File: src/hw/rtl/ilst_pkg.sv
`timescale 1ns / 1ps
// ----------------------------------------------------------------------------
// ilst_pkg: shared types and constants for the indexed list store
// Operation codes, status codes, field widths and the command that the
// decoder broadcasts to every cell of the chain.
// ----------------------------------------------------------------------------
package ilst_pkg;

  localparam int CAPACITY_DEF = 64;

  localparam int FUNC_W   = 3;
  localparam int POS_W    = 7;
  localparam int DATA_W   = 32;
  localparam int STATUS_W = 2;
  localparam int LEN_W    = 7;

  typedef enum logic [FUNC_W-1:0] {
    FUNC_GET  = 3'd0,
    FUNC_HEAD = 3'd1,
    FUNC_TAIL = 3'd2,
    FUNC_AT   = 3'd3,
    FUNC_DEL  = 3'd4
  } func_t;

  typedef enum logic [STATUS_W-1:0] {
    STATUS_DONE  = 2'd0,
    STATUS_RANGE = 2'd1,
    STATUS_FULL  = 2'd2
  } status_t;

  // Command broadcast along the chain
  typedef struct packed {
    logic ins;   // open a gap at the target and write the new value there
    logic del;   // close the gap at the target
    logic get;   // target cell drives its value onto the read bus
    logic miss;  // get found no entry
  } cmd_t;

endpackage

File: src/hw/rtl/ilst_cell.sv
`timescale 1ns / 1ps
// ----------------------------------------------------------------------------
// ilst_cell: one storage cell of the list chain
// Holds one entry. On insert, past the target it takes its left neighbor (the
// new value at the target); on delete, from it on, the right; else it holds.
// ----------------------------------------------------------------------------
module ilst_cell #(
  parameter int INDEX = 0,
  parameter int CMP_W = 7
) (
  input  logic                       clk,
  input  ilst_pkg::cmd_t             cmd,
  input  logic [CMP_W-1:0]           tgt,
  input  logic [ilst_pkg::DATA_W-1:0] value_in,
  input  logic [ilst_pkg::DATA_W-1:0] left_value,
  input  logic [ilst_pkg::DATA_W-1:0] right_value,
  output logic [ilst_pkg::DATA_W-1:0] value,
  output logic [ilst_pkg::DATA_W-1:0] sel_value
);
  import ilst_pkg::*;

  localparam logic [CMP_W-1:0] MY_IDX = CMP_W'(INDEX);

  logic at_tgt;
  logic past_tgt;
  logic [DATA_W-1:0] value_next;

  assign at_tgt   = (MY_IDX == tgt);
  assign past_tgt = (MY_IDX > tgt);

  // Pick the next entry: shift right on insert, shift left on delete
  always_comb begin
    value_next = value;
    if (cmd.ins) begin
      if (at_tgt) begin
        value_next = value_in;
      end else if (past_tgt) begin
        value_next = left_value;
      end
    end else if (cmd.del) begin
      if (at_tgt || past_tgt) begin
        value_next = right_value;
      end
    end
  end

  always_ff @(posedge clk) begin
    value <= value_next;
  end

  // Drive the read bus only when this cell is addressed by a get
  assign sel_value = (cmd.get && at_tgt) ? value : '0;

endmodule

File: config.mk
export PLATFORM = sky130hd
export DESIGN_NAME = ilst_cell
export DESIGN_NICKNAME = d
export VERILOG_FILES = /design/src/hw/rtl/ilst_pkg.sv /design/src/hw/rtl/ilst_cell.sv
export SDC_FILE = /design/constraint.sdc
export NUM_CORES = 1
export LEC_CHECK = 0
export BUFFER_PORTS_ARGS = -buffer_cell sky130_fd_sc_hd__buf_2
export CORE_AREA = 2 2 77 79
export CTS_BUF_LIST = sky130_fd_sc_hd__clkbuf_8 sky130_fd_sc_hd__clkbuf_16
export CTS_CLUSTER_SIZE = 28
export DETAILED_ROUTE_END_ITERATION = 16
export DIE_AREA = 0 0 79 81
export PLACE_DENSITY = 0.76
export SETUP_SLACK_MARGIN = 0.02
export SLEW_MARGIN = 0
export SYNTH_ARGS = -nofsm -noshare
export SYNTH_HDL_FRONTEND = slang
export SYNTH_SLANG_ARGS = --single-unit
export TNS_END_PERCENT = 10
File: constraint.sdc
create_clock -name clk -period 3.3 [get_ports clk]
set_clock_uncertainty 0.15 [all_clocks]
set_input_delay 0.165 -clock clk [delete_from_list [all_inputs] [get_ports clk]]
set_output_delay 0.165 -clock clk [all_outputs]
set_load 0.03 [all_outputs]
==> out/metrics.cfg <==
[timing]
hold_ws_ns=0.0398
rsz0062_at_grt=false
maxSlewViolCount=0
fin_setup_tns_ns=0
hold_viol_final=0
fin_crit_sh_pct=67.9
min_period_ns=2.24
relSlewSlack_pct=51.6
tightest_slew_ns=0.722
fmax_mhz=447
finalSetupViolCount=0

[detailed_routing]
ant_nets=0
via_count=2361
drt-initial-drc-count=69
routed_via_density=5.16
firstDrtPassIters=4
avgRoutedWirePerCell_um=14.3
drt_wl_total_um=6570
drc=0

[critical_path]
critPathKind=in -> out
cp-end-kind=output pin
crit_path_start_kind=input pin
crit_fanout=31
cp.required_ns=2.98
arrival_ns=1.92

[cells_and_area]
layout_common_cells=buf_2 (170), and3_1 (32), edfxtp_1 (32)
nNetsFinal=490
reg_top3=value: 32 flops
drive_above_1_share_pct=48.0
largest_register_ffs=32
fill_cells=548
layout_commonest_cell=buf_2
multi_input_area_um2=1020
syn_to_final_growth_pct=44.9
top_register=value
register_area_um2=961
diodes=0

[cts]
tritoncts=done
cts_buffers=5
cts_sinks=32
htreeDepth=2
cts_root_buffer=clkbuf_8
cts_resized=0
clk_pin_slew_ns=0.06
post_cts_buffers=0
hold_buffers=0
cts_buffer_depth=2

[floorplanning]
rows=28
fp.dieArea_um2=6400
die_y_um=81
start_util_pct=37.1
pin_count=172
die_w_um=79
core_area_um2=5680

[global_routing]
grt_use_total_pct=19.4
grt_first_pass_wirelength_um=9670
antenna_found_initial=0
grt-ovfl-total=0
grt_max_degree=64
grt_pass1_vias=2129

[place]
globalplace.congestion=0.878
dpl.hpwl_um=4630
portBuffers=170

[synth]
yosysTopAreaCell=edfxtp_1
synth.top_cell.area_share_pct=45.7
async_reset_ff_share_pct=0
syn_area_per_cell_um2=9.35
synth.distinct_cells=20
ys.warnings.count=0
synth-edff-count=32
synthTopCellsByArea=edfxtp_1 (46%), a221o_1 (11%), and3_1 (9.5%)
syn-num-nets=333
synth_flop_cell=edfxtp_1
synth_cells=225
syn_area_um2=2100
ys_ff_latch=32
seq_area_frac_synth_pct=45.7

[pwr]
power_leakage_uw=0.00157
vdd_drop_max_mv=0.128
power.density_nw_per_um2=292

[hold_path]
hold_class=in -> reg

[flow_run]
drv_cap=0

[run_status]
status=finished clean

[cells in the mapped netlist (4+ instances only)]
master / instances
o21ai_0: 8
buf_6: 4
a21oi_1: 26
and2_1: 24
a221o_1: 24
nand2_1: 24
and3_1: 32
nor2_1: 8
a31oi_1: 8
nand3_1: 6
buf_2: 6
edfxtp_1: 32
clkbuf_1: 16
[worst max-delay path, stage by stage]
cell	delay (ns)
buf_2	0.11
or4_1	0.74
nor2_4	0.20
buf_4	0.30
and3_1	0.20
buf_2	0.20
[logic make-up (layout without fill, tap and decap cells)]
group,after synthesis,in the layout,synth area share (%)
DFF,32,32,45.7
and+or+nand+nor,99,99,25.5
buffers and inverters,27,185,6.60
AOI/OAI and AO/OA,67,67,22.2
[final timing paths]
path	from	endpoint	slack (ns)	cells after the start
setup / recovery	tgt[4]	sel_value[10]	1.06	6
hold / removal	right_value[30]	value[30]$_DFFE_PP_	0.04	2
[area by class of cell]
type	instances	area share, %
multi-input combinational	166	33.3
sequential	32	31.5
timing repair buffer	176	29.4
tap	75	3.08
clock buffer	5	2.26
clock inverter	3	0.369
inverter	1	0.123
[metal layers]
layer / track usage (%) / part of all wire (%) / routed length [um]
met1: 22.6 / 42 / 2730
met2: 36.0 / 51 / 3340
met3: 3.78 / 5.9 / 388
met4: 5.86 / 1.6 / 104
met5: 0 / 0 / 0
[metrics by stage]
step	power (uW)	setup slack [ns]	utilization [%]	instance area, um2	instances
after floorplan	548	0.772	-	2100	225
after global routing	937	0.950	53.7	3050	458
after CTS	900	1.05	53.7	3050	458
after global placement	623	1.07	52.3	2970	450
after detailed placement	627	1.05	52.3	2970	450
final	890	1.06	53.7	3050	458
[where the power goes]
part	switching (uW)	internal, uW	leakage, uW
sequential	0.928	453	0.000283
clock	131	140	0.0000482
combinational	79.4	85.5	0.00124
No activity file was read; power rests on OpenSTA's default activity.
