[src/hw/rtl/ilst_pkg.sv]
`timescale 1ns / 1ps
// ----------------------------------------------------------------------------
// ilst_pkg: shared types and constants for the indexed list store
// Operation codes, status codes, field widths and the command that the
// decoder broadcasts to every cell of the chain.
// ----------------------------------------------------------------------------
package ilst_pkg;

  localparam int CAPACITY_DEF = 64;

  localparam int FUNC_W   = 3;
  localparam int POS_W    = 7;
  localparam int DATA_W   = 32;
  localparam int STATUS_W = 2;
  localparam int LEN_W    = 7;

  typedef enum logic [FUNC_W-1:0] {
    FUNC_GET  = 3'd0,
    FUNC_HEAD = 3'd1,
    FUNC_TAIL = 3'd2,
    FUNC_AT   = 3'd3,
    FUNC_DEL  = 3'd4
  } func_t;

  typedef enum logic [STATUS_W-1:0] {
    STATUS_DONE  = 2'd0,
    STATUS_RANGE = 2'd1,
    STATUS_FULL  = 2'd2
  } status_t;

  // Command broadcast along the chain
  typedef struct packed {
    logic ins;   // open a gap at the target and write the new value there
    logic del;   // close the gap at the target
    logic get;   // target cell drives its value onto the read bus
    logic miss;  // get found no entry
  } cmd_t;

endpackage

[src/hw/rtl/ilst_decode.sv]
`timescale 1ns / 1ps
// ----------------------------------------------------------------------------
// ilst_decode: operation decoder for the indexed list store
// Checks the position against the entry count and the capacity, and forms
// the chain command, its target index, the status and the next count.
// ----------------------------------------------------------------------------
module ilst_decode #(
  parameter int CAPACITY = ilst_pkg::CAPACITY_DEF,
  parameter int CNT_W    = 7,
  parameter int CMP_W    = 7
) (
  input  logic [ilst_pkg::FUNC_W-1:0] func,
  input  logic [ilst_pkg::POS_W-1:0]  position,
  input  logic [CNT_W-1:0]            count,
  output ilst_pkg::cmd_t              cmd,
  output logic [CMP_W-1:0]            tgt,
  output ilst_pkg::status_t           status,
  output logic [CNT_W-1:0]            count_next
);
  import ilst_pkg::*;

  logic [CMP_W-1:0] pos_x;
  logic [CMP_W-1:0] cnt_x;
  logic             full;

  assign pos_x = CMP_W'(position);
  assign cnt_x = CMP_W'(count);
  assign full  = (cnt_x == CMP_W'(CAPACITY));

  // Decode the operation against the current fill level
  always_comb begin
    cmd    = '0;
    tgt    = pos_x;
    status = STATUS_DONE;
    case (func)
      FUNC_GET: begin
        if (pos_x < cnt_x) begin
          cmd.get = 1'b1;
        end else begin
          cmd.miss = 1'b1;
          status   = STATUS_RANGE;
        end
      end
      FUNC_HEAD: begin
        tgt = '0;
        if (full) begin
          status = STATUS_FULL;
        end else begin
          cmd.ins = 1'b1;
        end
      end
      FUNC_TAIL: begin
        tgt = cnt_x;
        if (full) begin
          status = STATUS_FULL;
        end else begin
          cmd.ins = 1'b1;
        end
      end
      FUNC_AT: begin
        if (pos_x > cnt_x) begin
          status = STATUS_RANGE;
        end else if (full) begin
          status = STATUS_FULL;
        end else begin
          cmd.ins = 1'b1;
        end
      end
      FUNC_DEL: begin
        if (pos_x < cnt_x) begin
          cmd.del = 1'b1;
        end else begin
          status = STATUS_RANGE;
        end
      end
      default: begin
        cmd = '0;
      end
    endcase
  end

  // Advance the entry count
  always_comb begin
    if (cmd.ins) begin
      count_next = count + CNT_W'(1);
    end else if (cmd.del) begin
      count_next = count - CNT_W'(1);
    end else begin
      count_next = count;
    end
  end

endmodule

[config.mk]
export PLATFORM = sky130hd
export DESIGN_NAME = ilst_decode
export DESIGN_NICKNAME = d
export VERILOG_FILES = /design/src/hw/rtl/ilst_pkg.sv /design/src/hw/rtl/ilst_decode.sv
export SDC_FILE = /design/constraint.sdc
export NUM_CORES = 1
export LEC_CHECK = 0
export ABC_AREA = 1
export BUFFER_PORTS_ARGS = -buffer_cell sky130_fd_sc_hd__buf_2
export CORE_UTILIZATION = 44
export DETAILED_ROUTE_END_ITERATION = 12
export GPL_TIMING_DRIVEN = 0
export PLACE_DENSITY_LB_ADDON = 0.3
export SLEW_MARGIN = 10
export SYNTH_ARGS = -nofsm -noshare
export SYNTH_HDL_FRONTEND = slang
export SYNTH_SLANG_ARGS = --single-unit
[constraint.sdc]
create_clock -name vclk -period 3.49
set_input_delay 0 -clock vclk [all_inputs]
set_output_delay 0 -clock vclk [all_outputs]
set_load 0.1 [all_outputs]
==> out/metrics.csv, run 1 <==
stage;metric;value;unit
run_status;outcome;completed;
yosys;synth top area cells;nand2_1 (20%), ha_1 (13%), inv_1 (9.0%);
critical_path;CP required;3490;ps
yosys;cell taking the most area after synthesis;nand2_1;
global_route;GRT Util Overall;21.7;%
global_route;first-pass GRT wire length;3570;microns
final_layout;Reg area;0;sq um
critical_path;critical path class;in2out;
floorplan;Starting Density;48.8;%
final_layout;number of diodes;0;
floorplan;total core area;1800;sq um
yosys;sequential share of the synthesized area;0;%
job;max-capacitance violation count;0;
global_route;GRT Residual Overflow;0;
sta;worst hold slack;494;ps
route;Via Count;1050;
critical_path;slowest CP cell;buf_2;
critical_path;critical path cell sequence;buf_2 > inv_1 > ha_1 > nand2_2 > inv_2 > nand2_1 > nand2_2 > a21oi_1 > nand3_1 > nand2_1 > nand2_1 > nand2_1 > buf_2;
global_route;largest net degree at the start of global routing;11;
sta;final count of pins violating max slew;0;
sta;Final period util;52.4;%
pwr;clock power share;0;%
pwr;Power Density;263;nW/um^2
floorplan;I/O pin cnt;37;
sta;Period minus WS final;1830;ps
yosys;Yosys warning count;0;
clocking;Post-CTS Setup Inserts;0;
final_layout;share of cells above drive strength 1;31.0;%
global_route;antenna violations before repair;0;
route;DR vias/cell;5.02;
clocking;post_cts resized;0;
sta;slew margin rel.;67.8;%
route;WL per Instance;10.4;microns
pwr;LEAKAGE;0.680;nW
sta;Tightest Pin Transition;486;ps
yosys;most common cell in the netlist;nand2_1;
critical_path;Startpoint Class;primary input;
yosys;Synth top cells by count;nand2_1 (47), inv_1 (21), nand4_1 (12), ha_1 (9);
final_layout;Seq cells;0;
place;gpl congestion;0.822;
floorplan;Placement Rows;15;
floorplan;Die H;46.7;microns
critical_path;CP arrival;1830;ps
worst_hold_path;Hold Path Class;in2out;
critical_path;CP max FO;5;
pwr;Internal;0.0000576;W
final_layout;footprint of the multi-input gates;764;sq um
place;DPL Wire Length;1840;microns
critical_path;Worst path max stage delay;420;ps
floorplan;die footprint;2180;sq um
route;Remaining DRCs;0;
route;drt first pass iters;4;
critical_path;crit end category;output port;
pwr;Psw;0.000230;W
final_layout;Layout area overhead;24.0;%
floorplan;Die Wd;46.7;microns
route;post-route ant nets;0;
critical_path;most used cell, CP;nand2_1;
route;drt total wl;2180;microns
final_layout;Fillers;196;
sta;setup TNS;0;ps
pwr;VDD IR-drop max;0.154;mV
pwr;Logic pwr share;100.0;%
route;1st-iter DRT viols;21;
sta;FMAX;0.547;GHz
yosys;Mapped Avg Cell Area;5.94;sq um
pwr;switch share;80.0;%
yosys;Synth Instances;148;
global_route;vias in the first global route;894;
yosys;post-synth top area share;20.1;%
yosys;syn nets;174;
yosys;Post-Syn Area;880;sq um
final_layout;# nets final;212;
yosys;Yosys cell types;26;
sta;Final Hold Fails;0;
clocking;# hold bufs at CTS;0;
sta;final setup fails;0;
pwr;Reg power frac;0;%
place;buffers added on ports;36;
worst_hold_path;Worst Hold Path Cells;3;
sta;RSZ-0062 raised after global routing;no;
final_layout;clock buf count;0;
[metrics by stage]
stage          cell area (sq um)  total power, W  utilization (%)  std cells  setup slack (ps)
6_report                    1090        0.000287             60.6        209              1660
2_1_floorplan                880        0.000238                -        148               601
4_1_cts                     1090        0.000288             60.6        209              1660
3_5_place_dp                1090        0.000288             60.6        209              1660
3_3_place_gp                1090        0.000283             60.6        209              1700
5_1_grt                     1090        0.000306             60.6        209              1440
[routing by layer]
metal | wire length [microns] | part of all wire (%) | global-route usage (%)
met5 | 0 | 0 | 0
met4 | 0 | 0 | 0.571
met3 | 43 | 2.0 | 0
met2 | 1160 | 53 | 40.0
met1 | 979 | 45 | 29.7
[final cells by class]
type                            instances  area share [%]
Buffer                                  2            1.38
Inverter                               26            9.17
Multi-Input combinational cell        120            70.1
Tap cell                               25            2.87
Timing Repair Buffer                   36            16.5
[cell usage in the layout, fill, tap and decap left out, drive strengths merged]
cell type  Yosys  routed
nand2         52      52
buf            1      37
inv           26      26
nand4         13      13
nor2          12      12
nand3         11      11
ha             9       9
xor2           8       8
o22ai          7       7
a21oi          3       3
nand3b         1       1
or2            1       1
and3           1       1
clkbuf         1       1
o21ai          1       1
nor3           1       1
[power groups by stage]
stage / combinational, W / sequential, W / clock, W
3_5_place_dp: 0.000288 / 0 / 0
6_report: 0.000287 / 0 / 0
5_1_grt: 0.000306 / 0 / 0
3_3_place_gp: 0.000283 / 0 / 0
4_1_cts: 0.000288 / 0 / 0
2_1_floorplan: 0.000238 / 0 / 0
[cell families after synthesis]
kind of cell    share of synthesized area, %
fa+ha+maj                               12.8
compound gates                          7.25
xor+xnor                                7.97
simple gates                            58.9
buf+inv                                 13.1
[critical path: cells and delay by family]
kind,cells,cell delay [ps]
buf+inv,4,690
simple gates,7,530
fa+ha+maj,1,310
compound gates,1,270
[path summary, 6_finish.rpt]
| path | from | end |
|---|---|---|
| worst max-delay path | count[6] | count_next[4] |
| worst min-delay path | func[2] | cmd[0] |
Note: power is estimated with default switching activity, not from simulation.
==> inputs of run 2 (changes only) <==
==> constraint.sdc (replaced) <==
create_clock -name vclk -period 1.7
set_input_delay 0 -clock vclk [all_inputs]
set_output_delay 0 -clock vclk [all_outputs]
set_load 0.1 [all_outputs]
==> out/metrics.csv, run 2 (same netlist as run 1, synthesis figures left out) <==
stage;metric;value;unit;change
run_status;outcome;completed;;unchanged
final_layout;footprint of the multi-input gates;857;sq um;was 764 sq um
final_layout;Fillers;174;;was 196
final_layout;most frequent cells in the layout;nand2_1 (40), buf_2 (23), inv_1 (19);;was nand2_1 (47), buf_2 (36), inv_1 (21)
critical_path;WP buf/inv;3;;was 4
place;dpl ws;-127;ps;was 1660 ps
floorplan;Starting Density;48.8;%;unchanged
route;DR vias/cell;5.11;;was 5.02
sta;Tightest Pin Transition;496;ps;was 486 ps
global_route;largest net degree at the start of global routing;11;;unchanged
critical_path;Startpoint Class;primary input;;unchanged
critical_path;critical path class;in2out;;unchanged
critical_path;CP max FO;8;;was 5
worst_hold_path;Hold Path Class;in2out;;unchanged
sta;setup TNS;0;ps;unchanged
critical_path;Worst path max stage delay;280;ps;was 420 ps
sta;final count of pins violating max slew;0;;unchanged
pwr;Logic pwr share;100.0;%;about the same
pwr;VDD IR-drop max;0.320;mV;was 0.154 mV
final_layout;Seq cells;0;;unchanged
pwr;Reg power frac;0;%;about the same
route;post-route ant nets;0;;unchanged
sta;Final period util;94.6;%;
final_layout;most common library cell in the layout ignoring fill and taps;nand2_1;;unchanged
place;DPL Wire Length;1920;microns;was 1840 microns
sta;Period minus WS final;1610;ps;
sta;FMAX;0.622;GHz;
critical_path;critical path cell sequence;buf_2 > inv_2 > ha_1 > nand2_1 > nor2_4 > nand2_4 > nand2_8 > nand2_8 > nand3_4 > nand2_1 > nand2_2 > buf_6;;was buf_2 > inv_1 > ha_1 > nand2_2 > inv_2 > nand2_1 > nand2_2 > a21oi_1 > nand3_1 > nand2_1 > nand2_1 > nand2_1 > buf_2
sta;final setup fails;0;;unchanged
floorplan;total core area;1800;sq um;unchanged
global_route;vias in the first global route;900;;was 894
critical_path;CP arrival;1610;ps;was 1830 ps
critical_path;crit end category;output port;;unchanged
final_layout;Layout area overhead;44.9;%;was 24.0%
floorplan;Die H;46.7;microns;unchanged
floorplan;Die Wd;46.7;microns;unchanged
route;WL per Instance;11.2;microns;was 10.4 microns
critical_path;CP required;1700;ps;was 3490 ps
pwr;Internal;0.000176;W;was 0.0000576 W
global_route;antenna violations before repair;0;;unchanged
floorplan;I/O pin cnt;37;;unchanged
critical_path;top cell family by delay on the critical path;simple AND/OR/NAND/NOR gates;;was buffers and inverters
place;buffers added on ports;36;;unchanged
route;drt total wl;2370;microns;was 2180 microns
pwr;Psw;0.000508;W;was 0.000230 W
floorplan;Placement Rows;15;;unchanged
pwr;clock power share;0;%;about the same
final_layout;share of cells above drive strength 1;39.8;%;was 31.0%
final_layout;Non-Filler Instances;211;;was 209
job;max-capacitance violation count;0;;unchanged
clocking;# hold bufs at CTS;0;;unchanged
place;dpl cells;209;;unchanged
pwr;total power;0.000684;W;was 0.000287 W
final_layout;number of diodes;0;;unchanged
final_layout;clock buf count;0;;unchanged
floorplan;die footprint;2180;sq um;unchanged
place;gpl congestion;0.848;;was 0.822
global_route;GRT Residual Overflow;0;;unchanged
global_route;GRT Util Overall;22.6;%;was 21.7%
final_layout;# nets final;214;;was 212
critical_path;slowest CP cell;ha_1;;was buf_2
pwr;Power Density;536;nW/um^2;was 263 nW/um^2
final_layout;Reg area;0;sq um;unchanged
sta;fin worst setup slack;92.1;ps;was 1660 ps
route;Via Count;1079;;was 1050
global_route;first-pass GRT wire length;3800;microns;was 3570 microns
pwr;LEAKAGE;0.716;nW;was 0.680 nW
route;Remaining DRCs;0;;unchanged
sta;Final Hold Fails;0;;unchanged
route;1st-iter DRT viols;15;;was 21
sta;slew margin rel.;67.1;%;was 67.8%
route;drt first pass iters;6;;was 4
pwr;switch share;74.3;%;was 80.0%
run 2: cell count changes in the layout (fill, tap and decap cells not counted), sizes merged:
| cell | delta |
|---|---|
| clkbuf | +2 |
| buf | -1 |
| nand2 | +1 |
run 2: tightest hold or removal path, stage by stage:
cell    delay [ps]
buf_2          200
nor2_4          50
buf_4          220
run 2: final timing paths:
kind	startpoint	end	slack, ps	cells after the start
setup / recovery	count[3]	count_next[0]	90	12
hold / removal	func[2]	cmd[0]	480	3
run 2: power by group through the flow:
stage               logic, W  clock network [W]  registers, W
floorplan           0.000504                  0             0
global placement    0.000595                  0             0
detailed placement  0.000608                  0             0
CTS                 0.000625                  0             0
global route        0.000719                  0             0
finish              0.000684                  0             0
run 2: final cells by class:
class,instances,share of cell area [%]
Buffer,2,1.18
Multi-Input combinational cell,121,67.2
Inverter,26,7.85
Timing Repair Buffer,37,21.3
Tap cell,25,2.45
run 2: what timing repair did:
item | CTS | global route
cloned | 0 | 1
resized for setup | 10 | 24
setup buffers | 0 | 1
setup endpoints to repair | 10 | 10
pin swaps | 0 | 2
run 2: layer usage:
metal / GRT usage (%) / vias up / routed length (microns)
li1: - / 565 / -
met1: 29.7 / 491 / 1050
met2: 43.6 / 23 / 1260
met3: 0 / 0 / 58
met4: 0 / 0 / 0
met5: 0 / - / 0
run 2: metrics by stage:
step           util [%]  instance area, sq um  hold WS (ps)
2_1_floorplan         -                   928           102
3_3_place_gp       63.3                  1140           494
3_5_place_dp       63.3                  1140           498
4_1_cts            64.7                  1160           501
5_1_grt            70.8                  1270           496
6_report           70.8                  1270           483
